==> src/mlp_pkg.sv <==
// Shared types and constants for the message length padder.
package mlp_pkg;

    // Input operation codes
    localparam logic OP_DATA = 1'b0;
    localparam logic OP_END  = 1'b1;

    // Block size limits and reset value
    localparam logic [7:0] BLOCK_RESET     = 8'd64;
    localparam logic [7:0] MIN_BLOCK_BYTES = 8'd16;
    localparam logic [7:0] MAX_BLOCK_BYTES = 8'd128;

    // Padding bytes
    localparam logic [7:0] PAD_MARK = 8'h80;
    localparam logic [7:0] PAD_ZERO = 8'h00;

    // Bytes per output chunk
    localparam logic [7:0] CHUNK_BYTES = 8'd8;

    typedef enum logic [1:0] {
        ST_IDLE,
        ST_REM,
        ST_PAD
    } t_state;

    // Controller to datapath commands
    typedef struct packed {
        logic data_push;   // pass a data byte through, bump counters
        logic end_start;   // latch remainder and bit length, clear counters
        logic rem_sub;     // one reduction step of the remainder
        logic pad_init;    // compute padding length
        logic chunk_emit;  // load one padding chunk into the output register
    } t_dp_cmd;

    // Datapath to controller status
    typedef struct packed {
        logic out_free;    // output register can take a new item this cycle
        logic rem_ge_bb;   // remainder still at or above the block size
        logic last_chunk;  // current chunk is the final padding chunk
    } t_dp_stat;

endpackage

==> src/mlp_ctrl.sv <==
// Controller state machine for the message length padder.
module mlp_ctrl (
    input  logic              i_clk,
    input  logic              i_rst_n,
    input  logic              i_in_valid,
    input  logic              i_opcode,
    input  mlp_pkg::t_dp_stat i_stat,
    output logic              o_in_ready,
    output mlp_pkg::t_dp_cmd  o_cmd
);
    import mlp_pkg::*;

    t_state r_state;
    t_state n_state;

    // State register
    always_ff @(posedge i_clk) begin
        if (!i_rst_n) begin
            r_state <= ST_IDLE;
        end else begin
            r_state <= n_state;
        end
    end

    // Next state and commands
    always_comb begin
        n_state    = r_state;
        o_in_ready = 1'b0;
        o_cmd      = '0;
        unique case (r_state)
            ST_IDLE: begin
                o_in_ready = i_stat.out_free;
                if (i_in_valid && i_stat.out_free) begin
                    if (i_opcode == OP_END) begin
                        o_cmd.end_start = 1'b1;
                        n_state         = ST_REM;
                    end else begin
                        o_cmd.data_push = 1'b1;
                    end
                end
            end
            ST_REM: begin
                if (i_stat.rem_ge_bb) begin
                    o_cmd.rem_sub = 1'b1;
                end else begin
                    o_cmd.pad_init = 1'b1;
                    n_state        = ST_PAD;
                end
            end
            ST_PAD: begin
                if (i_stat.out_free) begin
                    o_cmd.chunk_emit = 1'b1;
                    if (i_stat.last_chunk) begin
                        n_state = ST_IDLE;
                    end
                end
            end
            default: begin
                n_state = ST_IDLE;
            end
        endcase
    end

endmodule

==> src/mlp_dp.sv <==
// Datapath for the message length padder: counters, padding builder, output register.
module mlp_dp (
    input  logic              i_clk,
    input  logic              i_rst_n,
    input  logic              i_cfg_valid,
    input  logic [7:0]        i_cfg_data,
    input  logic [7:0]        i_data_byte,
    input  logic              i_out_ready,
    input  mlp_pkg::t_dp_cmd  i_cmd,
    output mlp_pkg::t_dp_stat o_stat,
    output logic              o_out_valid,
    output logic [63:0]       o_out_chunk,
    output logic [3:0]        o_byte_count,
    output logic              o_last
);
    import mlp_pkg::*;

    logic [7:0]  r_block_bytes;
    logic [6:0]  r_block_pos;
    logic [60:0] r_msg_bytes;
    logic [6:0]  r_rem;
    logic [7:0]  r_pad;
    logic [7:0]  r_offset;
    logic [63:0] r_bits;
    logic        r_out_valid;
    logic [63:0] r_out_chunk;
    logic [3:0]  r_out_count;
    logic        r_out_last;

    logic [7:0]  eff_bb;
    logic [6:0]  pos_inc;
    logic [7:0]  pad_raw;
    logic [7:0]  pad_left;
    logic [7:0]  len_start;
    logic [8:0]  offset_end;
    logic [63:0] chunk;
    logic [3:0]  count;

    // Clamp the block size to its legal range
    always_comb begin
        eff_bb = r_block_bytes;
        if (r_block_bytes < MIN_BLOCK_BYTES) eff_bb = MIN_BLOCK_BYTES;
        if (r_block_bytes > MAX_BLOCK_BYTES) eff_bb = MAX_BLOCK_BYTES;
    end

    assign pos_inc    = r_block_pos + 7'd1;
    assign pad_raw    = eff_bb - {1'b0, r_rem};
    assign pad_left   = r_pad - r_offset;
    assign len_start  = r_pad - CHUNK_BYTES;
    assign offset_end = {1'b0, r_offset} + {1'b0, CHUNK_BYTES};

    // Build one padding chunk: marker, zeros, big-endian bit length
    always_comb begin
        logic [7:0] p;
        logic [7:0] k;
        logic [2:0] sel;
        logic [7:0] b;
        chunk = '0;
        for (int j = 0; j < 8; j++) begin
            p   = r_offset + 8'(j);
            k   = p - len_start;
            sel = 3'd7 - k[2:0];
            b   = PAD_ZERO;
            if (p == 8'd0) begin
                b = PAD_MARK;
            end else if (p >= len_start) begin
                b = r_bits[{sel, 3'b000} +: 8];
            end
            if (p < r_pad) begin
                chunk[(7 - j) * 8 +: 8] = b;
            end
        end
        count = (pad_left >= CHUNK_BYTES) ? 4'd8 : pad_left[3:0];
    end

    // Status to the controller
    assign o_stat.out_free   = !r_out_valid || i_out_ready;
    assign o_stat.rem_ge_bb  = {1'b0, r_rem} >= eff_bb;
    assign o_stat.last_chunk = offset_end >= {1'b0, r_pad};

    // Configuration register
    always_ff @(posedge i_clk) begin
        if (!i_rst_n) begin
            r_block_bytes <= BLOCK_RESET;
        end else if (i_cfg_valid) begin
            r_block_bytes <= i_cfg_data;
        end
    end

    // Message counters
    always_ff @(posedge i_clk) begin
        if (!i_rst_n) begin
            r_block_pos <= '0;
            r_msg_bytes <= '0;
        end else if (i_cmd.data_push) begin
            r_msg_bytes <= r_msg_bytes + 61'd1;
            r_block_pos <= ({1'b0, pos_inc} >= eff_bb) ? 7'd0 : pos_inc;
        end else if (i_cmd.end_start) begin
            r_block_pos <= '0;
            r_msg_bytes <= '0;
        end
    end

    // Padding working registers
    always_ff @(posedge i_clk) begin
        if (i_cmd.end_start) begin
            r_rem  <= r_block_pos;
            r_bits <= {r_msg_bytes, 3'b000};
        end else if (i_cmd.rem_sub) begin
            r_rem <= r_rem - eff_bb[6:0];
        end
        if (i_cmd.pad_init) begin
            r_pad    <= (pad_raw <= CHUNK_BYTES) ? pad_raw + eff_bb : pad_raw;
            r_offset <= '0;
        end else if (i_cmd.chunk_emit) begin
            r_offset <= offset_end[7:0];
        end
    end

    // Output register
    always_ff @(posedge i_clk) begin
        if (!i_rst_n) begin
            r_out_valid <= 1'b0;
        end else if (i_cmd.data_push || i_cmd.chunk_emit) begin
            r_out_valid <= 1'b1;
        end else if (i_out_ready) begin
            r_out_valid <= 1'b0;
        end
    end

    always_ff @(posedge i_clk) begin
        if (i_cmd.data_push) begin
            r_out_chunk <= {i_data_byte, 56'd0};
            r_out_count <= 4'd1;
            r_out_last  <= 1'b0;
        end else if (i_cmd.chunk_emit) begin
            r_out_chunk <= chunk;
            r_out_count <= count;
            r_out_last  <= o_stat.last_chunk;
        end
    end

    assign o_out_valid  = r_out_valid;
    assign o_out_chunk  = r_out_chunk;
    assign o_byte_count = r_out_count;
    assign o_last       = r_out_last;

endmodule

==> src/message_length_padder_top.sv <==
// A result is in the output register in the cycle after its item is accepted.
// Throughput: data items stream at one per cycle through the output register while the output port is ready.
// An end item is accepted, the remainder is reduced by repeated subtraction of the
// block size, the padding length is set up, then the padding chunks go out as the output port allows.
// Reset (synchronous, active low) clears the counters, the controller and the
// output valid, and sets the block size to 64.
module message_length_padder_top (
    input  logic        i_clk,
    input  logic        i_rst_n,
    input  logic        i_cfg_valid,
    output logic        o_cfg_ready,
    input  logic [7:0]  i_cfg_data,
    input  logic        i_in_valid,
    output logic        o_in_ready,
    input  logic        i_opcode,
    input  logic [7:0]  i_data_byte,
    output logic        o_out_valid,
    input  logic        i_out_ready,
    output logic [63:0] o_out_chunk,
    output logic [3:0]  o_byte_count,
    output logic        o_last
);
    import mlp_pkg::*;

    t_dp_cmd  cmd;
    t_dp_stat stat;

    assign o_cfg_ready = 1'b1;

    // Controller
    mlp_ctrl u_ctrl (
        .i_clk      (i_clk),
        .i_rst_n    (i_rst_n),
        .i_in_valid (i_in_valid),
        .i_opcode   (i_opcode),
        .i_stat     (stat),
        .o_in_ready (o_in_ready),
        .o_cmd      (cmd)
    );

    // Datapath
    mlp_dp u_dp (
        .i_clk        (i_clk),
        .i_rst_n      (i_rst_n),
        .i_cfg_valid  (i_cfg_valid),
        .i_cfg_data   (i_cfg_data),
        .i_data_byte  (i_data_byte),
        .i_out_ready  (i_out_ready),
        .i_cmd        (cmd),
        .o_stat       (stat),
        .o_out_valid  (o_out_valid),
        .o_out_chunk  (o_out_chunk),
        .o_byte_count (o_byte_count),
        .o_last       (o_last)
    );

endmodule

==> config.mk <==
export PLATFORM = sky130hd
export DESIGN_NAME = message_length_padder_top
export DESIGN_NICKNAME = d
export VERILOG_FILES = /design/src/mlp_pkg.sv /design/src/mlp_ctrl.sv /design/src/mlp_dp.sv /design/src/message_length_padder_top.sv
export SDC_FILE = /design/constraint.sdc
export NUM_CORES = 1
export LEC_CHECK = 0
export ABC_AREA = 1
export BUFFER_PORTS_ARGS = -buffer_cell sky130_fd_sc_hd__buf_2
export CAP_MARGIN = 0
export CORE_MARGIN = 1.5
export CORE_UTILIZATION = 45
export CTS_BUF_LIST = sky130_fd_sc_hd__clkbuf_8
export DETAILED_ROUTE_END_ITERATION = 10
export MAX_ROUTING_LAYER = met4
export SYNTH_ARGS = -nofsm -noshare
export SYNTH_HDL_FRONTEND = slang
export SYNTH_SLANG_ARGS = --single-unit
==> constraint.sdc <==
create_clock -name i_clk -period 2.9 [get_ports i_clk]
set_clock_uncertainty 0.05 [all_clocks]
set_input_delay 0.435 -clock i_clk [delete_from_list [all_inputs] [get_ports i_clk]]
set_output_delay 0.435 -clock i_clk [all_outputs]
set_load 0.02 [all_outputs]
==> results of run 1 <==
==> through the flow <==
stage	utilization	setup WS (ns)	hold WS, ns	total power, uW
finish	0.538	-0.00790	0.0351	9290
global route	0.538	-0.183	0.0350	9790
CTS	0.533	-0.0338	0.00867	9260
detailed placement	0.499	-0.229	0.384	5910
global placement	0.499	-0.200	0.382	5900
floorplan	-	0.000648	0.397	5120
==> repair_timing <==
item	4_1_cts	5_1_grt
setup buffers	8	6
setup endpoints to repair	5	27
pin swaps	20	20
gates cloned	0	0
gates resized for setup	34	27
==> worst reg2reg max path, stage by stage (launching register included) <==
cell                       delay, ns
sky130_fd_sc_hd__dfxtp_2        0.34
sky130_fd_sc_hd__nor4_4         0.30
sky130_fd_sc_hd__a21oi_2        0.09
sky130_fd_sc_hd__inv_2          0.11
sky130_fd_sc_hd__nand3_4        0.11
sky130_fd_sc_hd__ha_4           0.30
sky130_fd_sc_hd__nand2_4        0.05
sky130_fd_sc_hd__inv_2          0.05
sky130_fd_sc_hd__nand2_1        0.05
sky130_fd_sc_hd__nand2_2        0.10
sky130_fd_sc_hd__xor2_2         0.17
sky130_fd_sc_hd__inv_2          0.06
sky130_fd_sc_hd__ha_4           0.29
sky130_fd_sc_hd__inv_2          0.05
sky130_fd_sc_hd__o21bai_4       0.12
sky130_fd_sc_hd__nand3_1        0.11
sky130_fd_sc_hd__nand3_2        0.07
sky130_fd_sc_hd__xor2_1         0.15
sky130_fd_sc_hd__o21ai_1        0.07
==> registers in the layout, indices dropped and copies added, names as in the netlist <==
register            flops
u_dp.r_msg_bytes       61
u_dp.o_out_chunk       64
u_dp.r_rem              7
u_dp.r_offset           5
u_dp.r_block_bytes      8
u_dp.r_bits            61
u_dp.r_pad              8
u_dp.o_out_valid        1
u_dp.o_last             1
u_dp.r_block_pos        7
u_dp.o_byte_count       4
u_ctrl.r_state          2
==> cells in the final DEF (no fill, tap or decap), drive strengths merged, types with 2 or more instances in the layout <==
cell type / synthesis / final
bufinv: 0 / 4
mux2i: 15 / 15
dfxtp: 145 / 145
o211ai: 9 / 9
and2: 10 / 10
o31ai: 2 / 2
a21oi: 92 / 92
nor3: 22 / 22
o22ai: 2 / 2
nor4: 3 / 3
a221oi: 2 / 2
ha: 62 / 62
nand3: 136 / 136
xnor2: 4 / 4
o21bai: 6 / 6
fa: 4 / 4
o21ai: 188 / 188
a31oi: 6 / 6
nand4: 30 / 30
xor2: 26 / 26
a2bb2oi: 2 / 2
buf: 34 / 186
nand3b: 12 / 12
nor2: 193 / 193
inv: 188 / 204
edfxtp: 84 / 84
nand2: 699 / 699
nor3b: 3 / 3
o21a: 2 / 2
or2: 5 / 5
clkinv: 6 / 10
clkbuf: 34 / 48
==> power by group through the flow <==
| stage | clock [uW] | combinational (uW) | sequential, uW |
|---|---|---|---|
| 3_5_place_dp | 0 | 2260 | 3650 |
| 2_1_floorplan | 0 | 1460 | 3670 |
| 5_1_grt | 3410 | 2770 | 3600 |
| 4_1_cts | 3290 | 2380 | 3590 |
| 6_report | 3210 | 2490 | 3590 |
| 3_3_place_gp | 0 | 2250 | 3650 |
==> kinds of logic (layout without fill, tap and decap cells) <==
| group | after synthesis | after routing | synth area share |
|---|---|---|---|
| xor+xnor | 30 | 30 | 0.0215 |
| flops | 229 | 229 | 0.379 |
| fa+ha+maj | 66 | 66 | 0.0598 |
| compound gates | 318 | 318 | 0.121 |
| simple gates | 1113 | 1113 | 0.333 |
| mux | 15 | 15 | 0.0105 |
| other cells | 1 | 1 | 0.000262 |
| buf+inv | 262 | 452 | 0.0740 |
==> metal layers <==
| metal | share of wire | GRT usage | up-vias |
|---|---|---|---|
| met5 | 0 | - | - |
| met4 | 0.032 | 0.0980 | 0 |
| met3 | 0.055 | 0.0327 | 81 |
| met2 | 0.44 | 0.435 | 420 |
| met1 | 0.47 | 0.373 | 6191 |
| li1 | - | - | 6983 |
==> final timing paths <==
| path | cells past startpoint | slack [ns] | startpoint | end |
|---|---|---|---|---|
| min reg2reg | 2 | 0.39 | u_dp.o_out_chunk[41] | u_dp.o_out_chunk[41] |
| max | 18 | -0.008 | u_dp.r_block_bytes[1] | u_dp.r_pad[7] |
| min | 3 | 0.04 | i_cfg_data[1] | u_dp.r_block_bytes[1] |
| max reg2reg | 18 | -0.008 | u_dp.r_block_bytes[1] | u_dp.r_pad[7] |
==> layout make-up <==
cell class | instances | area, um^2 | area share
multi-input cells | 1543 | 8130 | 0.481
flip-flops and latches | 229 | 5440 | 0.322
repair buffers | 186 | 1240 | 0.0732
inverters | 194 | 731 | 0.0433
clock buffers | 48 | 661 | 0.0391
well taps | 402 | 503 | 0.0298
clock inverters | 24 | 198 | 0.0117
==> results.py, run 1 <==
metrics = {
    "finish": {
        "antenna_cells": 0,
        "layout.cell_area.non_filler_um2": 16900,
        "layout-drive-gt1-share": 0.167,
        "layout.filler_cells": 3114,
        "instances_no_fill": 2626,
        "syn_to_final_growth_pct": 18.1,
        "final_net_count": 2283,
    },
    "synthesis": {
        "postSynthRegisterBits": 229,
        "synth_async_sr_flop_share": 0,
        "netlist_area_um2": 14300,
        "netlist_instances": 2034,
        "yosysWarnings": 0,
        "synth_most_common_cell": "sky130_fd_sc_hd__nand2_1",
        "synth_nets": 2122,
        "most_common_library_cells_after_synthesis": "687 x sky130_fd_sc_hd__nand2_1, 175 x sky130_fd_sc_hd__inv_1, 173 x sky130_fd_sc_hd__nor2_1",
        "synthesis.area_per_instance_um2": 7.03,
        "postSynth.topFlopCell": "sky130_fd_sc_hd__dfxtp_1",
        "seq_area_frac_synth": 0.379,
        "synth.top_cell.area_share": 0.203,
        "yosys-top-cells-area": "sky130_fd_sc_hd__dfxtp_1 20%, sky130_fd_sc_hd__nand2_1 18%, sky130_fd_sc_hd__edfxtp_1 18%, sky130_fd_sc_hd__o21ai_0 5.6%, sky130_fd_sc_hd__ha_1 5.4%",
        "synth.largest_area_cell": "sky130_fd_sc_hd__dfxtp_1",
        "synth_cell_types": 61,
        "synth-edff-count": 84,
    },
    "sta": {
        "slew-limit-headroom": 0.553,
        "worstMarginPinSlew_ns": 0.671,
        "period_needed_ns": 2.91,
        "fin_setup_tns_ns": -0.00790,
        "max_freq_mhz": 344,
        "report.final.setup_viol": 1,
        "min_period_over_period": 1.00,
        "worst_slack_ns": -0.00790,
        "timing.final.max_slew_violations": 0,
        "timing.final.hold_violations": 0,
        "rsz0062_at_grt": "yes",
    },
    "global_routing": {
        "first_global_vias": 12890,
        "antenna_violations_before_repair": 0,
        "globalRouteOverflowTotal": 0,
        "global_route_wire_length_before_repair_mm": 69.4,
        "gr-usage-all-layers": 0.278,
        "grt_start_max_net_pins": 78,
    },
    "route": {
        "firstDrtPassIters": 7,
        "route.detailed.wl_per_inst_um": 16.7,
        "vias": 13675,
        "ant_nets": 0,
        "drt_wl_total_mm": 43.9,
        "post-route-drc-count": 0,
        "drt_iter0_markers": 1115,
        "post_drt_via_cell_ratio": 5.21,
    },
    "setup_path": {
        "worstSetupEndpointType": "flip-flop",
        "cp_data_required_time_ns": 3.16,
        "timing.critical_path.max_delay_family": "simple AND/OR/NAND/NOR gates",
        "critPathMostFrequentCell": "sky130_fd_sc_hd__inv_2",
        "cp_num_buf_inv": 4,
        "crit_path_top_delay_cell": "sky130_fd_sc_hd__dfxtp_2",
        "worst-path-max-fanout": 3,
        "worstPathCellList": "nor4_4, a21oi_2, inv_2, nand3_4, ha_4, nand2_4, inv_2, nand2_1, nand2_2, xor2_2, inv_2, ha_4, inv_2, o21bai_4, nand3_1, nand3_2, xor2_1, o21ai_1",
        "worst-setup-path-type": "flip-flop to flip-flop",
        "crit_path_start_kind": "flip-flop",
        "wp_data_arrival_ns": 3.17,
        "timing.critical_path.slowest_cell_delay_ns": 0.34,
    },
    "clock_tree": {
        "clock_tree.root_cell": "sky130_fd_sc_hd__clkbuf_8",
        "cts_num_sinks": 229,
        "clk_pin_slew_worst_paths_ns": 0.07,
        "clock_tree.htree_level_count": 2,
        "worst_skew_pair.late_latency_ns": 0.57,
        "cts_tree": "built",
        "tritoncts.num_buffers": 41,
        "postCtsHoldBufs": 0,
        "cts_max_path_buffers": 3,
    },
    "run": {
        "cap_violations": 0,
    },
    "die": {
        "die_h_um": 181,
        "dieWidth_um": 181,
        "rows": 65,
        "pin_count": 94,
        "die-area_um2": 32900,
        "initial_core_util": 0.456,
        "core_region_area_um2": 31400,
    },
    "power": {
        "p_sw_uw": 2970,
        "power_frac_comb": 0.268,
        "p_int_uw": 6320,
        "sequential_share_of_power": 0.387,
        "max-vdd-ir-drop_mv": 0.329,
        "leakage_uw": 0.00734,
        "power_per_cell_area_nw_per_um2": 550,
        "switching_share": 0.320,
        "clock_power_share": 0.345,
    },
    "outcome": {
        "result_of_the_run": "finished with violations",
        "violations": "setup timing",
    },
    "placed_design": {
        "gpl.final_weighted_congestion": 0.958,
        "place.detailed.instances": 2542,
        "postPlaceCellArea_um2": 15700,
        "detailedPlacementHpwl_mm": 33.7,
        "buffer_ports.inserted": 92,
    },
    "worst_hold_path": {
        "holdCritPathClass": "input port to flip-flop",
    },
}
Note: power is estimated with default switching activity, not from simulation.
==> run 2: changes to the inputs <==
REMOVE_ABC_BUFFERS = 1   (was not set)
SETUP_SLACK_MARGIN = 0.02   (was not set)
==> results.py, run 2 (synthesis results as in run 1) <==
metrics = {
    "sta": {
        "period_needed_ns": 2.89,
        "max_freq_mhz": 346,
        "final.hold.worst_slack_ns": 0.0395,
        "timing.final.max_slew_violations": 0,
        "report.final.setup_viol": 0,
        "fin_setup_tns_ns": 0,
        "rsz0062_at_grt": "yes",
        "min_period_over_period": 0.996,
        "timing.final.hold_violations": 0,
        "slew-limit-headroom": 0.496,
        "worstMarginPinSlew_ns": 0.756,
    },
    "die": {
        "dieWidth_um": 181,
        "die-area_um2": 32900,
        "rows": 65,
        "core_region_area_um2": 31400,
        "initial_core_util": 0.456,
        "pin_count": 94,
        "die_h_um": 181,
    },
    "power": {
        "leakage_uw": 0.00731,
        "power_per_cell_area_nw_per_um2": 544,
        "max-vdd-ir-drop_mv": 0.320,
        "total_power_uw": 9160,
    },
    "setup_path": {
        "worst-setup-path-type": "flip-flop to flip-flop",
        "cp_data_required_time_ns": 3.18,
        "crit_path_start_kind": "flip-flop",
        "worstSetupEndpointType": "flip-flop",
        "wp_data_arrival_ns": 3.17,
        "worst-path-max-fanout": 5,
    },
    "finish": {
        "layout.cell_area.non_filler_um2": 16800,
        "layout-drive-gt1-share": 0.171,
        "final_cell_mix": "676 x sky130_fd_sc_hd__nand2_1, 179 x sky130_fd_sc_hd__inv_1, 170 x sky130_fd_sc_hd__nor2_1",
        "mostFrequentLayoutCell": "sky130_fd_sc_hd__nand2_1",
        "antenna_cells": 0,
        "layout.filler_cells": 3116,
        "final_net_count": 2281,
        "final_util": 0.536,
        "largest_reg_flops": 64,
        "syn_to_final_growth_pct": 17.7,
    },
    "run": {
        "cap_violations": 0,
    },
    "clock_tree": {
        "cts_num_sinks": 229,
        "tritoncts.num_buffers": 42,
        "worst_skew_pair.late_latency_ns": 0.60,
        "postCtsHoldBufs": 0,
        "clk_pin_slew_worst_paths_ns": 0.07,
        "clock_tree.root_cell": "sky130_fd_sc_hd__clkbuf_8",
        "cts_max_path_buffers": 3,
        "clock_tree.htree_level_count": 2,
        "cts_tree": "built",
    },
    "global_routing": {
        "antenna_violations_before_repair": 0,
        "globalRouteOverflowTotal": 0,
        "global_route_wire_length_before_repair_mm": 67.9,
        "gr-usage-all-layers": 0.272,
        "grt_start_max_net_pins": 62,
        "first_global_vias": 12610,
    },
    "route": {
        "drt_iter0_markers": 964,
        "drt_wl_total_mm": 43.6,
        "firstDrtPassIters": 8,
        "ant_nets": 0,
        "post-route-drc-count": 0,
        "route.detailed.wl_per_inst_um": 16.6,
        "vias": 13573,
        "post_drt_via_cell_ratio": 5.16,
    },
    "placed_design": {
        "gpl.final_weighted_congestion": 0.949,
        "detailedPlacementHpwl_mm": 33.5,
        "postPlaceCellArea_um2": 15500,
        "buffer_ports.inserted": 92,
    },
    "outcome": {
        "result_of_the_run": "finished clean",
    },
    "worst_hold_path": {
        "holdCritPathClass": "input port to flip-flop",
    },
}
-- run 2: changes by cell type in the layout (fill, tap and decap cells not counted), moves of 2 or more --
cell	change
sky130_fd_sc_hd__dfxtp_1	+2
sky130_fd_sc_hd__clkinvlp_4	+2
sky130_fd_sc_hd__nand3_2	+3
sky130_fd_sc_hd__dfxtp_2	-2
sky130_fd_sc_hd__inv_4	+2
sky130_fd_sc_hd__bufinv_16	-3
sky130_fd_sc_hd__nand3_1	-2
sky130_fd_sc_hd__nand2_1	-2
sky130_fd_sc_hd__a21oi_2	+2
sky130_fd_sc_hd__clkbuf_8	+2
sky130_fd_sc_hd__buf_12	-3
sky130_fd_sc_hd__nand2_2	+2
-- run 2: final cells by class --
| type | count | area (um^2) | share of cell area |
|---|---|---|---|
| timing repair buffer | 183 | 1180 | 0.0701 |
| sequential | 229 | 5430 | 0.323 |
| inverter | 194 | 736 | 0.0437 |
| multi-input combinational | 1543 | 8160 | 0.484 |
| tap | 402 | 503 | 0.0299 |
| clock inverter | 27 | 144 | 0.00855 |
| clock buffer | 50 | 688 | 0.0409 |
-- run 2: where the power goes --
part           internal, uW  switching, uW
clock                  1650           1420
sequential             3490           92.8
combinational           965           1530
total                  6110           3050
-- run 2: metal layers --
| metal | routed length [um] | global-route usage |
|---|---|---|
| met3 | 2500 | 0.0379 |
| met1 | 20400 | 0.361 |
| met2 | 19300 | 0.422 |
| met5 | 0 | - |
| met4 | 1440 | 0.0960 |
-- run 2: repair_timing --
action	CTS	global route
setup buffers	9	8
pin swaps	18	44
endpoints found under the hold margin	0	0
resized for setup	35	50
setup endpoints to repair	5	81
-- run 2: critical path, cell delays in order, from the launching register on --
cell	delay [ns]
sky130_fd_sc_hd__dfxtp_2	0.34
sky130_fd_sc_hd__nor3_4	0.22
sky130_fd_sc_hd__nand2_2	0.12
sky130_fd_sc_hd__buf_6	0.13
sky130_fd_sc_hd__nand3_2	0.06
sky130_fd_sc_hd__inv_2	0.05
sky130_fd_sc_hd__ha_4	0.30
sky130_fd_sc_hd__nand2_4	0.06
sky130_fd_sc_hd__inv_2	0.06
sky130_fd_sc_hd__nand2_2	0.05
sky130_fd_sc_hd__nand2_2	0.08
sky130_fd_sc_hd__xor2_2	0.20
sky130_fd_sc_hd__inv_2	0.06
sky130_fd_sc_hd__ha_4	0.31
sky130_fd_sc_hd__inv_4	0.04
sky130_fd_sc_hd__o21bai_4	0.12
sky130_fd_sc_hd__nand3_2	0.08
sky130_fd_sc_hd__nand3_2	0.08
sky130_fd_sc_hd__xor2_1	0.14
sky130_fd_sc_hd__o21ai_1	0.08
-- run 2: worst paths after layout --
kind	from	to	slack, ns	cells past startpoint
setup / recovery	u_dp.r_block_bytes[4]	u_dp.r_pad[7]	0.01	19
hold / removal	i_cfg_data[6]	u_dp.r_block_bytes[6]	0.04	3
hold reg to reg	u_dp.o_out_chunk[41]	u_dp.o_out_chunk[41]	0.40	2
setup reg to reg	u_dp.r_block_bytes[4]	u_dp.r_pad[7]	0.01	19
-- run 2: through the flow --
| stage | cells | worst slack (ns) |
|---|---|---|
| floorplan | 1966 | -1.33 |
| global placement | 2536 | -0.302 |
| detailed placement | 2536 | -0.312 |
| CTS | 2622 | -0.0189 |
| global route | 2628 | -0.163 |
| finish | 2628 | 0.0122 |
